**config.mk**
```make
export PLATFORM = sky130hd
export DESIGN_NAME = type_length_frame_decoder
export DESIGN_NICKNAME = d
export VERILOG_FILES = /design/src/rtl/core/tlfd_pkg.sv /design/src/rtl/core/type_length_frame_decoder.sv
export SDC_FILE = /design/constraint.sdc
export NUM_CORES = 1
export LEC_CHECK = 0
export BUFFER_PORTS_ARGS = -buffer_cell sky130_fd_sc_hd__buf_4
export CORE_ASPECT_RATIO = 1.1
export CORE_MARGIN = 2
export CORE_UTILIZATION = 57
export CTS_CLUSTER_DIAMETER = 100
export DETAILED_ROUTE_END_ITERATION = 10
export GPL_TIMING_DRIVEN = 0
export HOLD_SLACK_MARGIN = 0.1
export PLACE_DENSITY = 0.91
export SYNTH_ARGS = -nofsm -noshare
export SYNTH_HDL_FRONTEND = slang
export SYNTH_SLANG_ARGS = --single-unit
```
**constraint.sdc**
```tcl
create_clock -name aclk -period 5.29 [get_ports aclk]
set_input_delay 0.7935 -clock aclk [delete_from_list [all_inputs] [get_ports aclk]]
set_output_delay 0.7935 -clock aclk [all_outputs]
set_load 0.1 [all_outputs]
```
**src/rtl/core/tlfd_pkg.sv**
```systemverilog
// Shared types and constants of the type-length frame decoder.
// No dependencies; used by the top level and its checker.
`default_nettype none

package tlfd_pkg;

    localparam int unsigned HDR_BYTES = 6;
    localparam logic [2:0] HDR_LAST_IDX = 3'(HDR_BYTES - 1);
    localparam logic [31:0] DEFAULT_MAX_BODY = 32'(10 * 1024 * 1024);

    // config space: one 32-bit register at byte offset 0
    localparam int unsigned PADDR_W = 3;
    localparam logic REG_MAX_BODY_LENGTH = 1'b0;

    // result kinds
    localparam logic [1:0] KIND_HEADER   = 2'd0;
    localparam logic [1:0] KIND_BODY     = 2'd1;
    localparam logic [1:0] KIND_SIZE_ERR = 2'd2;

    typedef enum logic [1:0] {
        PH_HEADER = 2'd0,
        PH_BODY   = 2'd1,
        PH_ERROR  = 2'd2
    } phase_t;

    typedef struct packed {
        logic [1:0]  kind;
        logic [15:0] message_type;
        logic [31:0] body_length;
        logic [7:0]  body_byte;
        logic        end_of_message;
    } result_t;

endpackage

`default_nettype wire

```
**src/rtl/core/type_length_frame_decoder.sv**
```systemverilog
// Type-length frame decoder: top level, input and result registers, framing logic.
// Depends on tlfd_pkg.sv.
//
// Splits a received byte stream into messages. Each message starts with a
// six-byte header: a big-endian 16-bit type, then a big-endian 32-bit body
// length. After the sixth header byte one header transaction goes out (kind
// header, marked end_of_message when the length is zero), then one body
// transaction per body byte, the last one marked end_of_message. A length
// above max_body_length gives one size-error transaction carrying the length;
// the decoder then drops every byte until reset. Throughput is one byte per
// clock while the result is accepted; a byte is held in the input register
// and its result in the result register that drives the m_ port. The framing
// step is one 32-bit compare and one 32-bit decrement between the input
// register and the result register. Input and result registers each hold one
// transaction: while a result waits for m_ready, one more byte is taken into
// the input register, then s_ready stays low until the result is accepted.
// max_body_length (offset 0x0) resets to 10 MiB; the user writes it only while
// the decoder is idle (not enforced); a new value applies from the next header.
`default_nettype none

module type_length_frame_decoder (
    input  wire logic                        aclk,
    input  wire logic                        aresetn,
    // byte stream in
    input  wire logic                        s_valid,
    output logic                             s_ready,
    input  wire logic [7:0]                  s_stream_byte,
    // results out
    output logic                             m_valid,
    input  wire logic                        m_ready,
    output logic [1:0]                       m_result_kind,
    output logic [15:0]                      m_message_type,
    output logic [31:0]                      m_body_length,
    output logic [7:0]                       m_body_byte,
    output logic                             m_end_of_message,
    // APB-style config port
    input  wire logic                        psel,
    input  wire logic                        penable,
    input  wire logic                        pwrite,
    input  wire logic [tlfd_pkg::PADDR_W-1:0] paddr,
    input  wire logic [31:0]                 pwdata,
    output logic [31:0]                      prdata,
    output logic                             pready
);

    // config
    logic [31:0] max_len_reg;

    // input register
    logic        in_vld_reg, in_vld_next;
    logic [7:0]  in_byte_reg;

    // framing state
    tlfd_pkg::phase_t phase_reg, phase_next;
    logic [2:0]  hdr_cnt_reg, hdr_cnt_next;
    logic [39:0] hdr_shift_reg, hdr_shift_next;
    logic [31:0] left_reg, left_next;

    // result register
    logic              out_vld_reg, out_vld_next;
    tlfd_pkg::result_t res_reg, res_next;
    logic              res_produced;

    logic        advance;   // result slot is free or being drained
    logic        take;      // byte in input register is processed this cycle
    logic [31:0] hdr_len;
    logic [15:0] hdr_type;

    assign advance = !out_vld_reg || m_ready;
    assign take    = in_vld_reg && advance;
    assign s_ready = !in_vld_reg || advance;

    assign hdr_len  = {hdr_shift_reg[23:0], in_byte_reg};
    assign hdr_type = hdr_shift_reg[39:24];

    // ---------------- config port ----------------
    assign pready = 1'b1;
    assign prdata = (paddr[2] == tlfd_pkg::REG_MAX_BODY_LENGTH) ? max_len_reg : 32'd0;

    always_ff @(posedge aclk) begin
        if (!aresetn) begin
            max_len_reg <= tlfd_pkg::DEFAULT_MAX_BODY;
        end else if (psel && penable && pwrite && pready &&
                     paddr[2] == tlfd_pkg::REG_MAX_BODY_LENGTH) begin
            max_len_reg <= pwdata;
        end
    end

    // ---------------- input register ----------------
    always_comb begin
        if (s_valid && s_ready) begin
            in_vld_next = 1'b1;
        end else if (take) begin
            in_vld_next = 1'b0;
        end else begin
            in_vld_next = in_vld_reg;
        end
    end

    always_ff @(posedge aclk) begin
        if (!aresetn) begin
            in_vld_reg <= 1'b0;
        end else begin
            in_vld_reg <= in_vld_next;
        end
    end

    always_ff @(posedge aclk) begin
        if (s_valid && s_ready) begin
            in_byte_reg <= s_stream_byte;
        end
    end

    // ---------------- framing: next state ----------------
    always_comb begin
        phase_next     = phase_reg;
        hdr_cnt_next   = hdr_cnt_reg;
        hdr_shift_next = hdr_shift_reg;
        left_next      = left_reg;
        if (take) begin
            case (phase_reg)
                tlfd_pkg::PH_ERROR: begin
                    // sticky: drop everything
                end
                tlfd_pkg::PH_BODY: begin
                    if (left_reg <= 32'd1) begin
                        left_next  = 32'd0;
                        phase_next = tlfd_pkg::PH_HEADER;
                    end else begin
                        left_next = left_reg - 32'd1;
                    end
                end
                default: begin
                    // header phase; the spare phase code behaves the same
                    phase_next = tlfd_pkg::PH_HEADER;
                    if (hdr_cnt_reg < tlfd_pkg::HDR_LAST_IDX) begin
                        hdr_shift_next = {hdr_shift_reg[31:0], in_byte_reg};
                        hdr_cnt_next   = hdr_cnt_reg + 3'd1;
                    end else begin
                        hdr_cnt_next   = 3'd0;
                        hdr_shift_next = 40'd0;
                        if (hdr_len > max_len_reg) begin
                            phase_next = tlfd_pkg::PH_ERROR;
                        end else if (hdr_len != 32'd0) begin
                            left_next  = hdr_len;
                            phase_next = tlfd_pkg::PH_BODY;
                        end
                    end
                end
            endcase
        end
    end

    // ---------------- framing: result ----------------
    always_comb begin
        res_produced = 1'b0;
        res_next     = '0;
        case (phase_reg)
            tlfd_pkg::PH_ERROR: begin
                res_produced = 1'b0;
            end
            tlfd_pkg::PH_BODY: begin
                res_produced            = 1'b1;
                res_next.kind           = tlfd_pkg::KIND_BODY;
                res_next.body_byte      = in_byte_reg;
                res_next.end_of_message = (left_reg <= 32'd1);
            end
            default: begin
                if (hdr_cnt_reg >= tlfd_pkg::HDR_LAST_IDX) begin
                    res_produced         = 1'b1;
                    res_next.body_length = hdr_len;
                    if (hdr_len > max_len_reg) begin
                        res_next.kind = tlfd_pkg::KIND_SIZE_ERR;
                    end else begin
                        res_next.kind           = tlfd_pkg::KIND_HEADER;
                        res_next.message_type   = hdr_type;
                        res_next.end_of_message = (hdr_len == 32'd0);
                    end
                end
            end
        endcase
    end

    always_comb begin
        if (take) begin
            out_vld_next = res_produced;
        end else if (advance) begin
            out_vld_next = 1'b0;
        end else begin
            out_vld_next = out_vld_reg;
        end
    end

    always_ff @(posedge aclk) begin
        if (!aresetn) begin
            phase_reg     <= tlfd_pkg::PH_HEADER;
            hdr_cnt_reg   <= 3'd0;
            hdr_shift_reg <= 40'd0;
            left_reg      <= 32'd0;
            out_vld_reg   <= 1'b0;
        end else begin
            phase_reg     <= phase_next;
            hdr_cnt_reg   <= hdr_cnt_next;
            hdr_shift_reg <= hdr_shift_next;
            left_reg      <= left_next;
            out_vld_reg   <= out_vld_next;
        end
    end

    always_ff @(posedge aclk) begin
        if (take && res_produced) begin
            res_reg <= res_next;
        end
    end

    assign m_valid          = out_vld_reg;
    assign m_result_kind    = res_reg.kind;
    assign m_message_type   = res_reg.message_type;
    assign m_body_length    = res_reg.body_length;
    assign m_body_byte      = res_reg.body_byte;
    assign m_end_of_message = res_reg.end_of_message;

endmodule

`default_nettype wire

```
==> impl_metrics.ini, run 1 <==
[clock_network]
cts.path.max_buffers = 2
post_cts_buffers = 0
cts.root.buffer_cell = sky130_fd_sc_hd__clkbuf_16
cts.hold.buffers_added = 0
clk_pin_slew_ns = 0.07
cts.htree.levels = 4
tritoncts = built
ctsResizeCount = 0
cts.sink_count = 178
cts_inserted_buffers = 17
clock_insertion_delay_worst_skew_ns = 0.44

[global_routing]
grt.met2_usage_pct = 51.2
globalRoute.totalOverflow = 0
maximum_number_of_pins_on_one_net_before_global_route_repair = 35
grt_util_met3_pct = 7.37
wire_length_of_the_first_global_routing_pass_mm = 40.9
vias_in_the_first_global_route = 7908
grt_busiest_layer = met2
groute.layer.met1.usage_pct = 41.6
grt_use_total_pct = 32.7
antenna_found_initial = 0

[yosys]
yosysWarningCount = 0
synth.cell_area_um2 = 8570
ys_types = 61
syn_avg_cell_area_um2 = 8.91
asyncSetResetFlopFracSynth_pct = 0
synthesis.nets = 1051
synth.ff_latch_count = 178
syn-instance-count = 962
ys.flop_type = sky130_fd_sc_hd__dfxtp_1
synth_seq_area_share_pct = 49.4
synth-edff-count = 67

[detailed_routing]
vias = 8434
routed_wirelength_mm = 26.3
route.detailed.wl_per_inst_um = 19.7
via_per_inst = 6.34
drtPass1Iterations = 7
number_of_routed_nets_with_antenna_violations = 0
first_iter_violations = 1274
drt_drc_violations_left = 0

[floorplanning]
core.rowCount = 47
fp.coreArea_um2 = 14900
chipHeight_um = 133
io_pins = 144
initial_util_pct = 57.6
horizontal_extent_of_the_die_um = 121
die-area_um2 = 16000

[place]
dpl_worst_slack_ns = 1.93
dp_hpwl_mm = 17.9
port_buffer_count = 139
routabilityCongestion = 0.982

[power_and_ir_drop]
design_power_total_mw = 2.92
power.leakage_nw = 4.04
sw_frac_of_total_pct = 24.8
internal_power_mw = 2.20
combinationalPowerShare_pct = 6.5
switching_power_mw = 0.726
power.density_cell_area_nw_per_um2 = 279
seq_power_share_pct = 50.1
ir_drop_v = 0.000208
clock_power_share_pct = 43.4

[layout]
final_nets = 1210
post_route_core_utilization_pct = 70.4
syn_to_layout_area_delta_pct = 22.2
layout-drive-gt1-share_pct = 16.0
largest_register_ff_count = 40

[sta]
totalNegativeSetupSlack_ns = 0
finalHoldViolations = 0
max_slew_margin_pct = 28.4
setup_repair_after_global_routing_missed_its_margin = false
timing.final.setup_violations = 0
worst_pin_slew_ns = 1.06
final.min_clock_period_ns = 3.68
final.setup_skew_ns = 0.0101
finalMaxSlewViolations = 0
period_utilization_pct = 69.6
timing.fmax_ghz = 0.272
worst_slack_ns = 1.61

[worst_setup_path]
critical_path_class = reg2reg
critPathLaunchType = flip-flop
critical_path_required_ns = 5.60
worstSetupEndpointType = flip-flop
critPathArrivalTime_ns = 4.00
crit_fanout = 10

[min_path]
min_path_type = reg2reg

[status]
outcome = finished clean

[run]
max_cap_violations = 0
[metrics by stage]
stage	hold slack [ns]	instance area, um2	std cells
4_1_cts	0.456	10500	1330
3_5_place_dp	0.447	9890	1298
3_3_place_gp	0.434	9860	1297
5_1_grt	0.471	10500	1330
6_report	0.456	10500	1331
2_1_floorplan	0.427	8570	962
[final cells by class]
type	count	area (um2)
Fill cell	1093	4400
Sequential cell	178	4230
Multi-Input combinational cell	670	3900
Timing Repair Buffer	140	1060
Clock buffer	18	429
Buffer	66	269
Tap cell	196	245
Inverter	48	180
Clock inverter	14	151
Antenna cell	1	2.50
[synthesized netlist by cell type, types with 7 or more instances]
master	n	area share [%]
sky130_fd_sc_hd__nand3_1	52	3.0
sky130_fd_sc_hd__o22ai_1	9	0.66
sky130_fd_sc_hd__ha_1	39	5.7
sky130_fd_sc_hd__edfxtp_1	67	23
sky130_fd_sc_hd__inv_1	47	2.1
sky130_fd_sc_hd__nand2_1	138	6.0
sky130_fd_sc_hd__o21ai_0	11	0.64
sky130_fd_sc_hd__o32ai_1	17	1.7
sky130_fd_sc_hd__dfxtp_1	111	26
sky130_fd_sc_hd__nand4_1	11	0.80
sky130_fd_sc_hd__or3_1	7	0.51
sky130_fd_sc_hd__a32o_1	9	1.1
sky130_fd_sc_hd__clkbuf_1	59	2.6
sky130_fd_sc_hd__nor3_1	24	1.4
sky130_fd_sc_hd__nor4_1	21	1.5
sky130_fd_sc_hd__and2_1	52	3.8
sky130_fd_sc_hd__nor2_1	67	2.9
sky130_fd_sc_hd__a21oi_1	127	7.4
[layer usage]
layer / up-vias / share of wire [%]
met1: 3878 / 36
met5: - / 0
met2: 631 / 46
met3: 168 / 13
li1: 3757 / -
met4: 0 / 5.2
[worst max-delay path, stage by stage, from the launching register on]
cell                       delay, ns
sky130_fd_sc_hd__dfxtp_1        0.72
sky130_fd_sc_hd__ha_1           0.37
sky130_fd_sc_hd__a21o_1         0.18
sky130_fd_sc_hd__nand3_1        0.10
sky130_fd_sc_hd__a21oi_1        0.09
sky130_fd_sc_hd__o41a_1         0.47
sky130_fd_sc_hd__o21ai_0        0.45
sky130_fd_sc_hd__nor2b_1        0.64
sky130_fd_sc_hd__clkbuf_1       0.34
sky130_fd_sc_hd__and2_1         0.18
[power groups by stage]
stage / clock (mW) / combinational, mW / sequential, mW
2_1_floorplan: 0 / 0.120 / 1.47
3_3_place_gp: 0 / 0.175 / 1.49
3_5_place_dp: 0 / 0.183 / 1.49
4_1_cts: 1.26 / 0.186 / 1.46
5_1_grt: 1.32 / 0.204 / 1.46
6_report: 1.27 / 0.190 / 1.46
[layout by cell type, fill, tap and decap left out, types with 6 or more instances in the layout]
cell type	count
sky130_fd_sc_hd__nor4_1	21
sky130_fd_sc_hd__clkbuf_16	17
sky130_fd_sc_hd__nor2_1	67
sky130_fd_sc_hd__nor3_1	24
sky130_fd_sc_hd__nand3_1	52
sky130_fd_sc_hd__ha_1	39
sky130_fd_sc_hd__clkbuf_1	60
sky130_fd_sc_hd__o21ai_0	11
sky130_fd_sc_hd__a21oi_1	126
sky130_fd_sc_hd__inv_1	47
sky130_fd_sc_hd__edfxtp_1	67
sky130_fd_sc_hd__or3_1	7
sky130_fd_sc_hd__a32o_1	9
sky130_fd_sc_hd__a22oi_1	6
sky130_fd_sc_hd__o32ai_1	17
sky130_fd_sc_hd__nand4_1	11
sky130_fd_sc_hd__dfxtp_1	111
sky130_fd_sc_hd__buf_4	140
sky130_fd_sc_hd__and2_1	52
sky130_fd_sc_hd__o22ai_1	9
sky130_fd_sc_hd__nand2_1	138
[path summary, 6_finish.rpt]
check	startpoint	end	slack (ns)	cells past startpoint
worst max register to register	hdr_shift_reg[1]$_SDFFE_PN0P_	m_message_type[14]$_SDFFCE_PP0P_	1.61	9
worst max-delay path	hdr_shift_reg[1]$_SDFFE_PN0P_	m_message_type[14]$_SDFFCE_PP0P_	1.61	9
worst min-delay path	max_len_reg[13]$_SDFFE_PN0P_	max_len_reg[13]$_SDFFE_PN0P_	0.46	2
worst min register to register	max_len_reg[13]$_SDFFE_PN0P_	max_len_reg[13]$_SDFFE_PN0P_	0.46	2
[cell families (layout without fill, tap and decap cells)]
family,count (synthesis),after routing,synth area share [%]
simple gates,401,401,22.6
other cells,1,2,0.0438
xor+xnor,6,6,0.613
flops,178,178,49.4
mux,1,1,0.117
fa+ha+maj,39,39,5.69
compound gates,222,222,16.2
buf+inv,114,286,5.24
Note: power is estimated with default switching activity, not from simulation.
==> run 2, diff against run 1 <==
==> constraint.sdc (replaced) <==
create_clock -name aclk -period 3.6 [get_ports aclk]
set_input_delay 0.54 -clock aclk [delete_from_list [all_inputs] [get_ports aclk]]
set_output_delay 0.54 -clock aclk [all_outputs]
set_load 0.1 [all_outputs]
==> impl_metrics.ini, run 2 (synthesized netlist as in run 1, its figures left out) <==
[layout]
final.fill_count = 1054
final_cells = 1331
final_cell_mix = sky130_fd_sc_hd__buf_4, sky130_fd_sc_hd__nand2_1, sky130_fd_sc_hd__a21oi_1
multi_input_area_um2 = 3910
syn_to_layout_area_delta_pct = 22.8
layout.cells.most_common = sky130_fd_sc_hd__buf_4
largest_register_ff_count = 40
sequential_cell_area_in_the_final_layout_um2 = 4230
final_nets = 1211
diodes = 0
layout-drive-gt1-share_pct = 16.5

[sta]
finalHoldViolations = 0
final.setup_skew_ns = 0.0111
max_slew_margin_pct = 15.3
finalMaxSlewViolations = 0
setup_repair_after_global_routing_missed_its_margin = false
timing.fmax_ghz = 0.289
worst_pin_slew_ns = 1.26
timing.final.setup_violations = 0
final.min_clock_period_ns = 3.46
period_utilization_pct = 96.0

[global_routing]
wire_length_of_the_first_global_routing_pass_mm = 39.7
maximum_number_of_pins_on_one_net_before_global_route_repair = 29
antenna_found_initial = 0
globalRoute.totalOverflow = 0
grt_use_total_pct = 32.0
vias_in_the_first_global_route = 7881

[worst_setup_path]
r2r_path_start = hdr_shift_reg[4]$_SDFFE_PN0P_
slowest_stage = sky130_fd_sc_hd__dfxtp_1
critical_path_class = reg2reg
worst_path_largest_cell_delay_ns = 0.68
critPathArrivalTime_ns = 3.77
critPathLaunchType = flip-flop
crit_chain = ha_1 > nand4_1 > nor3_1 > a21boi_0 > o41a_1 > o21ai_0 > nor2b_2 > clkbuf_1 > and2_1
r2r_setup_slk_ns = 0.14
rr_worst_depth = 9
r2r-end = m_message_type[6]$_SDFFCE_PP0P_
crit_fanout = 10
worstSetupEndpointType = flip-flop
critical_path_required_ns = 3.91

[status]
outcome = finished clean

[clock_network]
cts.hold.buffers_added = 0
cts.sink_count = 178
cts_inserted_buffers = 17
tritoncts = built
clock_insertion_delay_worst_skew_ns = 0.45
cts.root.buffer_cell = sky130_fd_sc_hd__clkbuf_16
cts.path.max_buffers = 2
cts.htree.levels = 4
clk_pin_slew_ns = 0.07

[floorplanning]
initial_util_pct = 57.6
die-area_um2 = 16000
horizontal_extent_of_the_die_um = 121
core.rowCount = 47
chipHeight_um = 133
fp.coreArea_um2 = 14900
io_pins = 144

[min_path]
min_path_type = in2reg
instance_count_along_the_most_critical_hold_path = 1
hold_startpoint = s_stream_byte[5]
worstHoldEndpoint = in_byte_reg[5]$_DFFE_PP_

[place]
dp_hpwl_mm = 17.9
routabilityCongestion = 0.963
placedCellCount = 1299
port_buffer_count = 139

[detailed_routing]
first_iter_violations = 1116
routed_wirelength_mm = 26.0
drt_drc_violations_left = 0
drtPass1Iterations = 6
vias = 8382
number_of_routed_nets_with_antenna_violations = 0
route.detailed.wl_per_inst_um = 19.5
via_per_inst = 6.30

[power_and_ir_drop]
power.density_cell_area_nw_per_um2 = 410
power.leakage_nw = 4.06
design_power_total_mw = 4.31
ir_drop_v = 0.000271

[run]
max_cap_violations = 0
-- run 2: cell types whose count changed in the layout (fill, tap and decap cells not counted), sizes merged --
cell / change
buf: +1
clkbuf: -1
clkinv: -1
clkinvlp: +3
diode: -1
inv: -1
-- run 2: worst max-delay path by stage --
stage	startpoint	endpoint	slack, ns
after CTS	hdr_shift_reg[5]$_SDFFE_PN0P_	m_message_type[11]$_SDFFCE_PP0P_	0.20
after detailed placement	hdr_shift_reg[5]$_SDFFE_PN0P_	m_message_type[13]$_SDFFCE_PP0P_	0.25
after global placement	phase_reg[0]$_SDFFE_PN0P_	m_message_type[7]$_SDFFCE_PP0P_	-0.28
final	hdr_shift_reg[4]$_SDFFE_PN0P_	m_message_type[6]$_SDFFCE_PP0P_	0.14
after global routing	hdr_shift_reg[4]$_SDFFE_PN0P_	m_message_type[15]$_SDFFCE_PP0P_	0.01
after floorplan	phase_reg[0]$_SDFFE_PN0P_	m_body_byte[0]$_SDFFCE_PP0P_	0.44
-- run 2: power breakdown --
part	switching (mW)	internal (mW)
Combinational	0.178	0.0974
Sequential	0.0544	2.10
Clock	0.842	1.04
-- run 2: worst max-delay path: cells and delay by family (launching register included) --
family	cells	cell delay, ns
AO/OA/AOI/OAI	3	1.06
AND/OR/NAND/NOR	4	0.92
flip-flops	1	0.68
adder cells (fa/ha/maj)	1	0.35
buffers and inverters	1	0.32
-- run 2: stage by stage --
step / area [um2] / TNS, ns / setup WS [ns] / util (%) / hold slack, ns
2_1_floorplan: 8570 / 0 / 0.437 / - / 0.427
3_3_place_gp: 9860 / -16.19 / -0.278 / 66.3 / 0.435
3_5_place_dp: 9920 / 0 / 0.254 / 66.7 / 0.447
4_1_cts: 10500 / 0 / 0.203 / 70.7 / 0.271
5_1_grt: 10500 / 0 / 0.0122 / 70.8 / 0.268
6_report: 10500 / 0 / 0.143 / 70.8 / 0.273
-- run 2: timing repair --
| action | in CTS | in global routing |
|---|---|---|
| resized for setup | 0 | 2 |
| buffers inserted | 0 | 0 |
| endpoints found under the setup margin | 0 | 15 |
-- run 2: layout make-up --
class	instances	share of cell area, %
tap	196	2.33
timing repair buffer	141	10.4
inverter	48	1.71
clock inverter	15	1.69
multi-input combinational	670	37.1
sequential	178	40.2
buffer	66	2.55
clock buffer	17	4.04
-- run 2: per-layer routing --
layer	vias up	GRT usage, %	part of all wire (%)
li1	3748	-	-
met3	147	8.02	13
met1	3841	39.6	35
met5	-	0	0
met4	0	19.8	5.2
met2	646	50.0	46
